**src/hw/rtl/iulm_pkg.sv**
```systemverilog
`timescale 1ns / 1ps
package iulm_pkg;

   // report geometry
   localparam int REPORT_BYTES = 8;
   localparam int REPORT_W     = REPORT_BYTES * 8;

   // iteration counts of the shared arithmetic
   localparam int DIV_STEPS  = 64;
   localparam int SQRT_STEPS = 16;
   localparam int CNT_W      = $clog2(DIV_STEPS);

   // item opcodes
   localparam logic [1:0] OP_EDGE       = 2'd0;
   localparam logic [1:0] OP_REPORT     = 2'd1;
   localparam logic [1:0] OP_CLEAR_STAT = 2'd2;
   localparam logic [1:0] OP_CLEAR_PREV = 2'd3;

   // detection modes
   localparam logic [1:0] MODE_CLICK    = 2'd0;
   localparam logic [1:0] MODE_MOTION   = 2'd1;
   localparam logic [1:0] MODE_KEYBOARD = 2'd2;

   // report protocols
   localparam logic [1:0] PROTO_MOUSE    = 2'd0;
   localparam logic [1:0] PROTO_KEYBOARD = 2'd1;

   // configuration register indexes
   localparam logic [1:0] CSR_MODE    = 2'd0;
   localparam logic [1:0] CSR_HOLDOFF = 2'd1;
   localparam logic [1:0] CSR_REPID   = 2'd2;
   localparam logic [1:0] CSR_MASK    = 2'd3;

   // controller to datapath commands
   typedef struct packed {
      logic exec;
      logic accum;
      logic div_init;
      logic div_step;
      logic mul;
      logic sqrt_init;
      logic sqrt_step;
      logic out_load;
   } cmd_type;

endpackage

```
**src/hw/rtl/iulm_ctrl.sv**
```systemverilog
`timescale 1ns / 1ps
module iulm_ctrl (
   input  logic              clock,
   input  logic              reset,
   input  logic              req_valid,
   output logic              req_stall,
   output logic              rsp_valid,
   input  logic              rsp_stall,
   output iulm_pkg::cmd_type cmd
);

   typedef enum logic [2:0] {
      ST_IDLE, ST_ACCUM, ST_DIV_INIT, ST_DIV, ST_MUL, ST_SQRT_INIT, ST_SQRT, ST_DONE
   } state_type;

   state_type                   state_ff;
   logic [iulm_pkg::CNT_W-1:0]  cnt_ff;
   logic                        rsp_valid_ff;
   logic                        out_free;

   assign out_free = ~rsp_valid_ff | ~rsp_stall;

   // commands decoded from state
   always_comb begin
      cmd           = '0;
      cmd.exec      = (state_ff == ST_IDLE) && req_valid;
      cmd.accum     = (state_ff == ST_ACCUM);
      cmd.div_init  = (state_ff == ST_DIV_INIT);
      cmd.div_step  = (state_ff == ST_DIV);
      cmd.mul       = (state_ff == ST_MUL);
      cmd.sqrt_init = (state_ff == ST_SQRT_INIT);
      cmd.sqrt_step = (state_ff == ST_SQRT);
      cmd.out_load  = (state_ff == ST_DONE) && out_free;
   end

   assign req_stall = (state_ff != ST_IDLE);
   assign rsp_valid = rsp_valid_ff;

   // sequencer, step counter and result valid
   always_ff @(posedge clock) begin
      if (reset) begin
         state_ff     <= ST_IDLE;
         cnt_ff       <= '0;
         rsp_valid_ff <= 1'b0;
      end else begin
         if ((state_ff == ST_DONE) && out_free) begin
            rsp_valid_ff <= 1'b1;
         end else if (rsp_valid_ff && !rsp_stall) begin
            rsp_valid_ff <= 1'b0;
         end
         case (state_ff)
            ST_IDLE: begin
               if (req_valid) begin
                  state_ff <= ST_ACCUM;
               end
            end
            ST_ACCUM:    state_ff <= ST_DIV_INIT;
            ST_DIV_INIT: begin
               cnt_ff   <= '0;
               state_ff <= ST_DIV;
            end
            ST_DIV: begin
               cnt_ff <= cnt_ff + 1'b1;
               if (cnt_ff == iulm_pkg::CNT_W'(iulm_pkg::DIV_STEPS - 1)) begin
                  state_ff <= ST_MUL;
               end
            end
            ST_MUL:       state_ff <= ST_SQRT_INIT;
            ST_SQRT_INIT: begin
               cnt_ff   <= '0;
               state_ff <= ST_SQRT;
            end
            ST_SQRT: begin
               cnt_ff <= cnt_ff + 1'b1;
               if (cnt_ff == iulm_pkg::CNT_W'(iulm_pkg::SQRT_STEPS - 1)) begin
                  state_ff <= ST_DONE;
               end
            end
            ST_DONE: begin
               if (out_free) begin
                  state_ff <= ST_IDLE;
               end
            end
            default: state_ff <= ST_IDLE;
         endcase
      end
   end

   // a loaded result is offered next cycle
   a_load_valid: assert property (@(posedge clock) disable iff (reset)
      cmd.out_load |=> rsp_valid)
      else $error("result loaded but not offered");

   // never overwrite a result that is still waiting
   a_no_overwrite: assert property (@(posedge clock) disable iff (reset)
      cmd.out_load |-> !(rsp_valid && rsp_stall))
      else $error("waiting result overwritten");

   // the root runs its fixed number of steps only
   a_sqrt_len: assert property (@(posedge clock) disable iff (reset)
      (state_ff == ST_SQRT) |->
         (cnt_ff < iulm_pkg::CNT_W'(iulm_pkg::SQRT_STEPS)))
      else $error("square root overran");

   // an accepted item always leads into the sums step
   a_accept_seq: assert property (@(posedge clock) disable iff (reset)
      cmd.exec |=> (state_ff == ST_ACCUM))
      else $error("accepted item not sequenced");

endmodule

```
**config.mk**
```make
export PLATFORM = sky130hd
export DESIGN_NAME = iulm_ctrl
export DESIGN_NICKNAME = d
export VERILOG_FILES = /design/src/hw/rtl/iulm_pkg.sv /design/src/hw/rtl/iulm_ctrl.sv
export SDC_FILE = /design/constraint.sdc
export NUM_CORES = 1
export LEC_CHECK = 0
export ABC_AREA = 1
export BUFFER_PORTS_ARGS = -buffer_cell sky130_fd_sc_hd__buf_2
export CORE_MARGIN = 2
export CORE_UTILIZATION = 46
export CTS_CLUSTER_SIZE = 14
export DETAILED_ROUTE_END_ITERATION = 16
export GPL_TIMING_DRIVEN = 1
export PLACE_DENSITY = 0.77
export SLEW_MARGIN = 10
export SYNTH_ARGS = -nofsm -noshare
export SYNTH_HDL_FRONTEND = slang
export SYNTH_SLANG_ARGS = --single-unit
```
**constraint.sdc**
```tcl
create_clock -name clock -period 1.4 [get_ports clock]
set_clock_uncertainty 0.2 [all_clocks]
set_input_delay 0.14 -clock clock [delete_from_list [all_inputs] [get_ports clock]]
set_output_delay 0.14 -clock clock [all_outputs]
set_load 0.01 [all_outputs]
```
==> results.yml, run 1 <==
run_status:
  outcome: "finished with violations"
  violations: "negative hold slack, negative setup slack"
setup_path:
  r2r_start: "state_ff[0]"
  rr_worst_depth: 7
  r2r-end: "cnt_ff[3]"
  crit_chain: "inv_6 > ha_4 > inv_4 > buf_6 > nor2_1 > buf_2"
  crit_start: "state_ff[0]"
  r2r_slack_ps: -170
  crit_fanout: 3
  end_kind: "output port"
  cp_data_required_time_ps: 1060
  path_class: "flop to output port"
  crit_arrival_ps: 1230
  start_kind: "flop"
  critical_path.max_stage_delay_ps: 380
  cp_slowest_cell: "dfxtp_4"
  crit_end: "cmd[5]"
power:
  power_density_nw_per_um2: 1670
  ir_drop_mv: 1.17
  leakage_nw: 0.530
  power.total_mw: 1.82
floorplanning:
  dieArea_um2: 1690
  ioPinCount: 14
  die_w_um: 41.1
  rows: 13
  initial_core_util_pct: 48.7
  fp.dieH_um: 41.1
  coreArea_um2: 1300
global_route:
  grt_pass1_vias: 628
  grt_max_degree: 7
  grt_usage_pct: 25.1
  grt_pass1_wl_mm: 2.70
  gr-total-overflow: 0
  antenna_found_initial: 0
clocking:
  path_clk_slew_ps: 70
  h-tree-depth: 1
  cts_inserted_buffers: 3
  cts_buffer_depth: 2
  cts_root_buf: "clkbuf_4"
  clock_latency_ps: 270
  cts.sinks: 10
  cts_tree: "done"
detailed_routing:
  vias: 784
  first_pass_iters: 4
  drtAntennaViolNets: 0
  wl_per_cell_um: 14.8
  drt-total-wl_mm: 2.14
  avgViaCountPerCell: 5.41
  first_iter_violations: 23
  route.detailed.drc: 0
logic_synthesis:
  ys_seq_area_share_pct: 31.6
  synth_cell_types: 16
  synthCells: 95
  syn_avg_cell_area_um2: 6.68
  synth_seq_cells: 10
  netlist_area_um2: 634
  ys_warn_count: 0
  synth_nets: 104
sta:
  slew_headroom_pct: 83.1
  hold_ws_ps: -19.2
  fin_setup_tns_ps: -2230
  finalSetupViolations: 18
  fmax_ghz: 0.635
  finalWorstSetupSlack_ps: -174
  worst_pin_slew_ps: 251
  rsz0062_at_grt: "yes"
  finalHoldViolCount: 1
  final.min_clock_period_ps: 1570
  post-route-period-util_pct: 112
  drv_slew: 0
placement:
  post_dp_cell_area_um2: 796
  gp_congestion: 0.733
  dp_hpwl_mm: 1.09
  port_buffers: 13
  placed_cells: 133
cells_and_area:
  final_common_cell: "nand2_1"
  n_antenna_cell: 0
  stdcell_count: 145
  mostFrequentLayoutCells: "nand2_1, buf_4, buf_2, nor2_1, buf_6"
  area_delta_synth_final_pct: 71.6
  final_area_um2: 1090
  nets: 140
  drive_gt1_share_pct: 53.8
hold_path:
  min_path_type: "input port to flop"
  hold_path.startpoint: "rsp_stall"
run:
  maxCapViolCount: 0
[through the flow]
| step | utilization, % | setup slack (ps) |
|---|---|---|
| 2_1_floorplan | - | 13.2 |
| 3_3_place_gp | 61.2 | -112 |
| 3_5_place_dp | 61.2 | -111 |
| 4_1_cts | 78.8 | -151 |
| 5_1_grt | 83.7 | -231 |
| 6_report | 83.7 | -174 |
[per-layer routing]
layer	GRT usage [%]	wire, um
met2	41.0	1040
met4	11.3	80
met1	30.4	954
met3	6.52	64
met5	0	0
[critical path, delay by kind of cell (launching register included)]
family                   cells  cell delay [ps]
flip-flops                   1              380
AND/OR/NAND/NOR              1               70
adder cells (fa/ha/maj)      1              150
buffers and inverters        4              370
[cell families (layout without fill, tap and decap cells)]
family	after synthesis	count (layout)	synth area share, %
fa+ha+maj	5	5	9.86
compound gates	16	16	15.8
buf+inv	16	51	9.47
flops	10	10	31.6
simple gates	48	48	33.3
[sequential cells by signal (all words and copies together) (netlist names)]
name       flops
cnt_ff         6
state_ff       3
rsp_valid      1
[worst min path at each step]
stage                           end  slack (ps)  depth (start not counted)
after CTS                 rsp_valid         -40                          3
after floorplan           cnt_ff[1]           9                          1
final                     rsp_valid         -20                          3
after detailed placement  cnt_ff[4]         190                          2
after global placement    cnt_ff[1]         180                          2
after global routing      rsp_valid          10                          3
[cell usage after synthesis]
| cell type | number | area share (%) |
|---|---|---|
| dfxtp_1 | 10 | 32 |
| o21ai_0 | 5 | 3.9 |
| inv_1 | 15 | 8.9 |
| ha_1 | 5 | 9.9 |
| nand4_1 | 2 | 2.0 |
| nand3_2 | 2 | 3.2 |
| nand3_1 | 3 | 2.4 |
| o211ai_1 | 1 | 1.2 |
| nor2_1 | 11 | 6.5 |
| a21oi_1 | 8 | 6.3 |
| nor2_2 | 2 | 2.0 |
| o21bai_4 | 1 | 3.0 |
| o21ai_2 | 1 | 1.4 |
| nand2_1 | 26 | 15 |
| nand2_2 | 2 | 2.0 |
| inv_2 | 1 | 0.59 |
[power breakdown]
group          total [mW]  internal (mW)  switching (mW)
combinational        1.11          0.535           0.571
sequential          0.449          0.349           0.101
clock               0.263          0.158           0.105
[what timing repair did]
item / in CTS / in global routing
setup buffers: 4 / 3
endpoints found under the hold margin: 4 / 0
pin swaps: 6 / 3
hold buffers: 1 / 0
gates resized for setup: 40 / 12
endpoints found under the setup margin: 18 / 18
[area by class of cell]
class / count / area [um2]
fill: 74 / 213
sequential: 10 / 209
clock buffer: 4 / 36.3
multi-input combinational: 69 / 512
inverter: 16 / 70.1
timing repair buffer: 31 / 243
tap: 15 / 18.8
Note: power is estimated with default switching activity, not from simulation.
==> inputs of run 2 (changes only) <==
--- a/config.mk
+++ b/config.mk
@@ -14,3 +14,3 @@
 export GPL_TIMING_DRIVEN = 1
-export PLACE_DENSITY = 0.77
+export PLACE_DENSITY = 0.84
 export SLEW_MARGIN = 10
--- a/constraint.sdc
+++ b/constraint.sdc
@@ -4,2 +4,2 @@
 set_output_delay 0.14 -clock clock [all_outputs]
-set_load 0.01 [all_outputs]
+set_load 0.05 [all_outputs]
==> run 2 against run 1 <==
  * Combinational power increased by 41%
  * Via count is 11% higher
  * Count of clock-buffer cells in the layout down 1
  * Sequential share of layout area shrank 0.60 points
  * Design area is 3.2% higher
  * Non-clock buffer count increased by 1
  * Largest power group unchanged
  * The run ends with negative setup slack left
  * Core utilization up 2.7 points
==> results.yml, run 2 (same netlist as run 1, synthesis figures left out) <==
run_status:
  outcome: "finished with violations"
  violations: "negative setup slack"
detailed_routing:
  route.detailed.drc: 0
  drt-total-wl_mm: 2.91
  wl_per_cell_um: 20.1
  vias: 873
  first_pass_iters: 4
  avgViaCountPerCell: 6.02
  drtAntennaViolNets: 0
  first_iter_violations: 39
clocking:
  cts_buffer_depth: 2
  h-tree-depth: 1
  clock_latency_ps: 290
  cts_inserted_buffers: 3
  cts_tree: "done"
  path_clk_slew_ps: 80
  cts.sinks: 10
  cts_root_buf: "clkbuf_4"
cells_and_area:
  largest_register_ffs: 6
  fillers: 61
  regMostFlops: "cnt_ff"
  final_common_cell: "nand2_1"
  mostFrequentLayoutCells: "nand2_1, buf_4, buf_6"
  nets: 141
  drive_gt1_share_pct: 53.8
  area_delta_synth_final_pct: 77.1
  n_antenna_cell: 0
setup_path:
  cp_data_required_time_ps: 1420
  path_class: "flop to flop"
  start_kind: "flop"
  rr_worst_depth: 9
  end_kind: "flop"
  crit_fanout: 5
  crit_arrival_ps: 1680
floorplanning:
  die_w_um: 41.1
  rows: 13
  initial_core_util_pct: 48.7
  coreArea_um2: 1300
  fp.dieH_um: 41.1
  ioPinCount: 14
  dieArea_um2: 1690
placement:
  gp_congestion: 0.798
  dp_hpwl_mm: 1.35
  dp_slack_ps: -156
  port_buffers: 13
global_route:
  grt_usage_pct: 36.2
  antenna_found_initial: 0
  grt_pass1_wl_mm: 3.77
  grt_max_degree: 7
  grt_pass1_vias: 781
  gr-total-overflow: 0
power:
  power.total_mw: 2.20
  ir_drop_mv: 1.31
  power_density_nw_per_um2: 1960
  leakage_nw: 0.528
run:
  maxCapViolCount: 0
sta:
  finalSetupViolations: 18
  final.min_clock_period_ps: 1660
  fin_setup_tns_ps: -3130
  finalHoldViolCount: 0
  slew_headroom_pct: 83.0
  finalWorstSetupSlack_ps: -264
  worst_pin_slew_ps: 254
  post-route-period-util_pct: 119
  rsz0062_at_grt: "yes"
  fmax_ghz: 0.601
  drv_slew: 0
hold_path:
  min_path_type: "input port to flop"
  hold_path_depth: 3
==> run 2: cell count changes in the layout (fill, tap and decap cells not counted), moves of 2 or more <==
cell	delta
inv_2	-2
nor2_1	-2
a21oi_2	-3
a21oi_1	+2
buf_2	-5
buf_8	+5
==> run 2: routing by layer <==
metal | part of all wire (%) | up-vias | track usage (%)
li1 | - | 372 | -
met1 | 36 | 408 | 40.3
met2 | 48 | 66 | 60.2
met3 | 10 | 27 | 12.5
met4 | 5.8 | 0 | 18.5
met5 | 0 | - | 0
==> run 2: per-stage QoR <==
stage / util [%] / cell area [um2] / instances / hold slack (ps)
2_1_floorplan: - / 684 / 95 / 9.07
3_3_place_gp: 66.0 / 858 / 135 / 179
3_5_place_dp: 66.0 / 858 / 135 / 185
4_1_cts: 81.3 / 1060 / 142 / -4.80
5_1_grt: 86.3 / 1120 / 145 / 31.6
6_report: 86.3 / 1120 / 145 / 14.8
==> run 2: final cells by class <==
cell class | instances | area, um2 | area share, %
flip-flops and latches | 10 | 209 | 18.6
inverters | 16 | 76.3 | 6.79
repair buffers | 32 | 300 | 26.7
multi-input cells | 69 | 497 | 44.2
well taps | 15 | 18.8 | 1.67
clock buffers | 3 | 22.5 | 2.00
==> run 2: path summary, 6_finish.rpt <==
check / startpoint / endpoint / slack, ps
worst min-delay path: rsp_stall / rsp_valid / 10
worst max-delay path: state_ff[1] / state_ff[1] / -260
worst max register to register: state_ff[1] / state_ff[1] / -260
worst min register to register: cnt_ff[3] / cnt_ff[3] / 320
==> run 2: timing repair <==
action / in CTS / in global routing
resized for setup: 45 / 15
endpoints found under the hold margin: 4 / 0
buffers inserted: 3 / 3
hold buffers: 1 / 0
pin swaps: 4 / 3
setup endpoints to repair: 18 / 18
==> run 2: critical path, stage by stage, from the launching register on <==
cell and delay (ps):
dfxtp_4 370, buf_6 120, ha_4 160, nand2_4 80, clkinvlp_4 120, o21ai_2 110
nand3_4 140, nand2_2 90, nand2_1 80, nor2_2 120
==> run 2: power breakdown <==
| group | leakage [nW] | switching [mW] | total [mW] | internal [mW] |
|---|---|---|---|---|
| Sequential | 0.0829 | 0.0800 | 0.429 | 0.349 |
| Clock | 0.0138 | 0.116 | 0.216 | 0.0997 |
| Combinational | 0.431 | 0.923 | 1.56 | 0.637 |
| Total | 0.528 | 1.12 | 2.20 | 1.09 |
==> inputs of run 3 (changes only) <==
- RECOVER_POWER: default -> 100
==> run 3 against run 2 <==
  * The flow still finishes with violations (negative setup slack)
  * Global-route usage unchanged
  * Critical path type unchanged
  * Design area stayed put
  * Power hardly changed
  * Via count is 0.80% lower
  * Critical path depth unchanged
==> results.yml, run 3 (same netlist as run 1, synthesis figures left out) <==
setup_path:
  crit_arrival_ps: 1680
  end_kind: "flop"
  cp_data_required_time_ps: 1420
  path_buf_inv: 2
  cp_slowest_cell: "dfxtp_4"
  crit_chain: "buf_6 > ha_4 > nand2_4 > clkinvlp_4 > o21ai_2 > nand3_4 > nand2_2 > nand2_1 > nor2_2"
  critical_path.max_stage_delay_ps: 370
  crit_fanout: 5
  r2r_slack_ps: -260
  path_class: "flop to flop"
  cpLargestDelayFamily: "simple AND/OR/NAND/NOR gates"
  start_kind: "flop"
cells_and_area:
  largest_register_ffs: 6
  final_common_cell: "nand2_1"
  nets: 141
  mostFrequentLayoutCells: "nand2_1, buf_4, buf_6"
  regMostFlops: "cnt_ff"
  final_area_um2: 1120
  area_delta_synth_final_pct: 77.1
  drive_gt1_share_pct: 53.8
  n_antenna_cell: 0
clocking:
  cts_tree: "done"
  cts_buffer_depth: 2
  cts_root_buf: "clkbuf_4"
  clock_latency_ps: 290
  h-tree-depth: 1
  cts.sinks: 10
  cts_inserted_buffers: 3
  path_clk_slew_ps: 80
run_status:
  outcome: "finished with violations"
  violations: "negative setup slack"
run:
  maxCapViolCount: 0
placement:
  port_buffers: 13
  dp_slack_ps: -156
  dp_hpwl_mm: 1.35
  gp_congestion: 0.798
  post_dp_cell_area_um2: 858
floorplanning:
  rows: 13
  ioPinCount: 14
  coreArea_um2: 1300
  initial_core_util_pct: 48.7
  fp.dieH_um: 41.1
  dieArea_um2: 1690
  die_w_um: 41.1
detailed_routing:
  first_pass_iters: 4
  vias: 866
  avgViaCountPerCell: 5.97
  first_iter_violations: 39
  drtAntennaViolNets: 0
  route.detailed.drc: 0
  drt-total-wl_mm: 2.91
  wl_per_cell_um: 20.1
sta:
  drv_slew: 0
  finalWorstSetupSlack_ps: -263
  slew_headroom_pct: 81.7
  post-route-period-util_pct: 119
  finalHoldViolCount: 0
  rsz0062_at_grt: "yes"
  fmax_ghz: 0.601
  worst_pin_slew_ps: 275
  finalSetupViolations: 18
  final.min_clock_period_ps: 1660
global_route:
  grt_pass1_wl_mm: 3.77
  antenna_found_initial: 0
  grt_usage_pct: 36.2
  grt_pass1_vias: 781
  gr-total-overflow: 0
  grt_max_degree: 7
power:
  leakage_nw: 0.527
  power.internal_mw: 1.09
  ir_drop_mv: 1.31
  p_clk_share_pct: 9.8
  swShare_pct: 50.8
  power.share.combinational_pct: 70.8
  power_density_nw_per_um2: 1960
  p_sw_mw: 1.12
  sequentialPowerShare_pct: 19.4
hold_path:
  min_path_type: "input port to flop"
run 3: path summary, 6_finish.rpt:
check | from | endpoint | cells past startpoint
worst min register to register | cnt_ff[3] | cnt_ff[3] | 2
worst max-delay path | state_ff[1] | state_ff[1] | 9
worst max register to register | state_ff[1] | state_ff[1] | 9
worst min-delay path | rsp_stall | rsp_valid | 3
run 3: power groups by stage:
stage,combinational [mW],clock [mW],sequential (mW)
2_1_floorplan,0.706,0,0.400
3_3_place_gp,1.01,0,0.378
3_5_place_dp,1.05,0,0.384
5_1_grt,1.63,0.222,0.432
4_1_cts,1.36,0.201,0.413
6_report,1.56,0.216,0.429
run 3: layout make-up:
| class | count | area [um2] |
|---|---|---|
| well taps | 15 | 18.8 |
| fillers | 61 | 178 |
| multi-input cells | 69 | 497 |
| flip-flops and latches | 10 | 209 |
| repair buffers | 32 | 300 |
| inverters | 16 | 76.3 |
| clock buffers | 3 | 22.5 |
run 3: per-layer routing:
metal	vias to the layer above	wire (um)	GRT usage, %
met2	63	1390	60.2
li1	371	-	-
met3	27	283	12.5
met1	405	1060	40.3
met5	-	0	0
met4	0	170	18.5
run 3: worst register-to-register path: cells and delay by family (launching register included):
kind | cells | cell delay (ps)
compound gates | 1 | 110
fa+ha+maj | 1 | 160
buf+inv | 2 | 240
flops | 1 | 370
simple gates | 5 | 510
run 3: timing repair:
action / CTS / global route
pin swaps: 4 / 3
gates resized for setup: 45 / 15
setup buffers: 3 / 3
endpoints found under the hold margin: 4 / 0
hold buffers: 1 / 0
setup endpoints to repair: 18 / 18
run 3: stage by stage:
stage / hold WS [ps] / power (mW) / setup TNS, ps / cells / util, %
finish: 14.7 / 2.21 / -3130 / 145 / 86.3
global route: 31.6 / 2.28 / -3920 / 145 / 86.3
CTS: -4.80 / 1.98 / -2220 / 142 / 81.3
detailed placement: 185 / 1.44 / -810 / 135 / 66.0
global placement: 179 / 1.39 / -300 / 135 / 66.0
floorplan: 9.07 / 1.11 / -552 / 95 / -
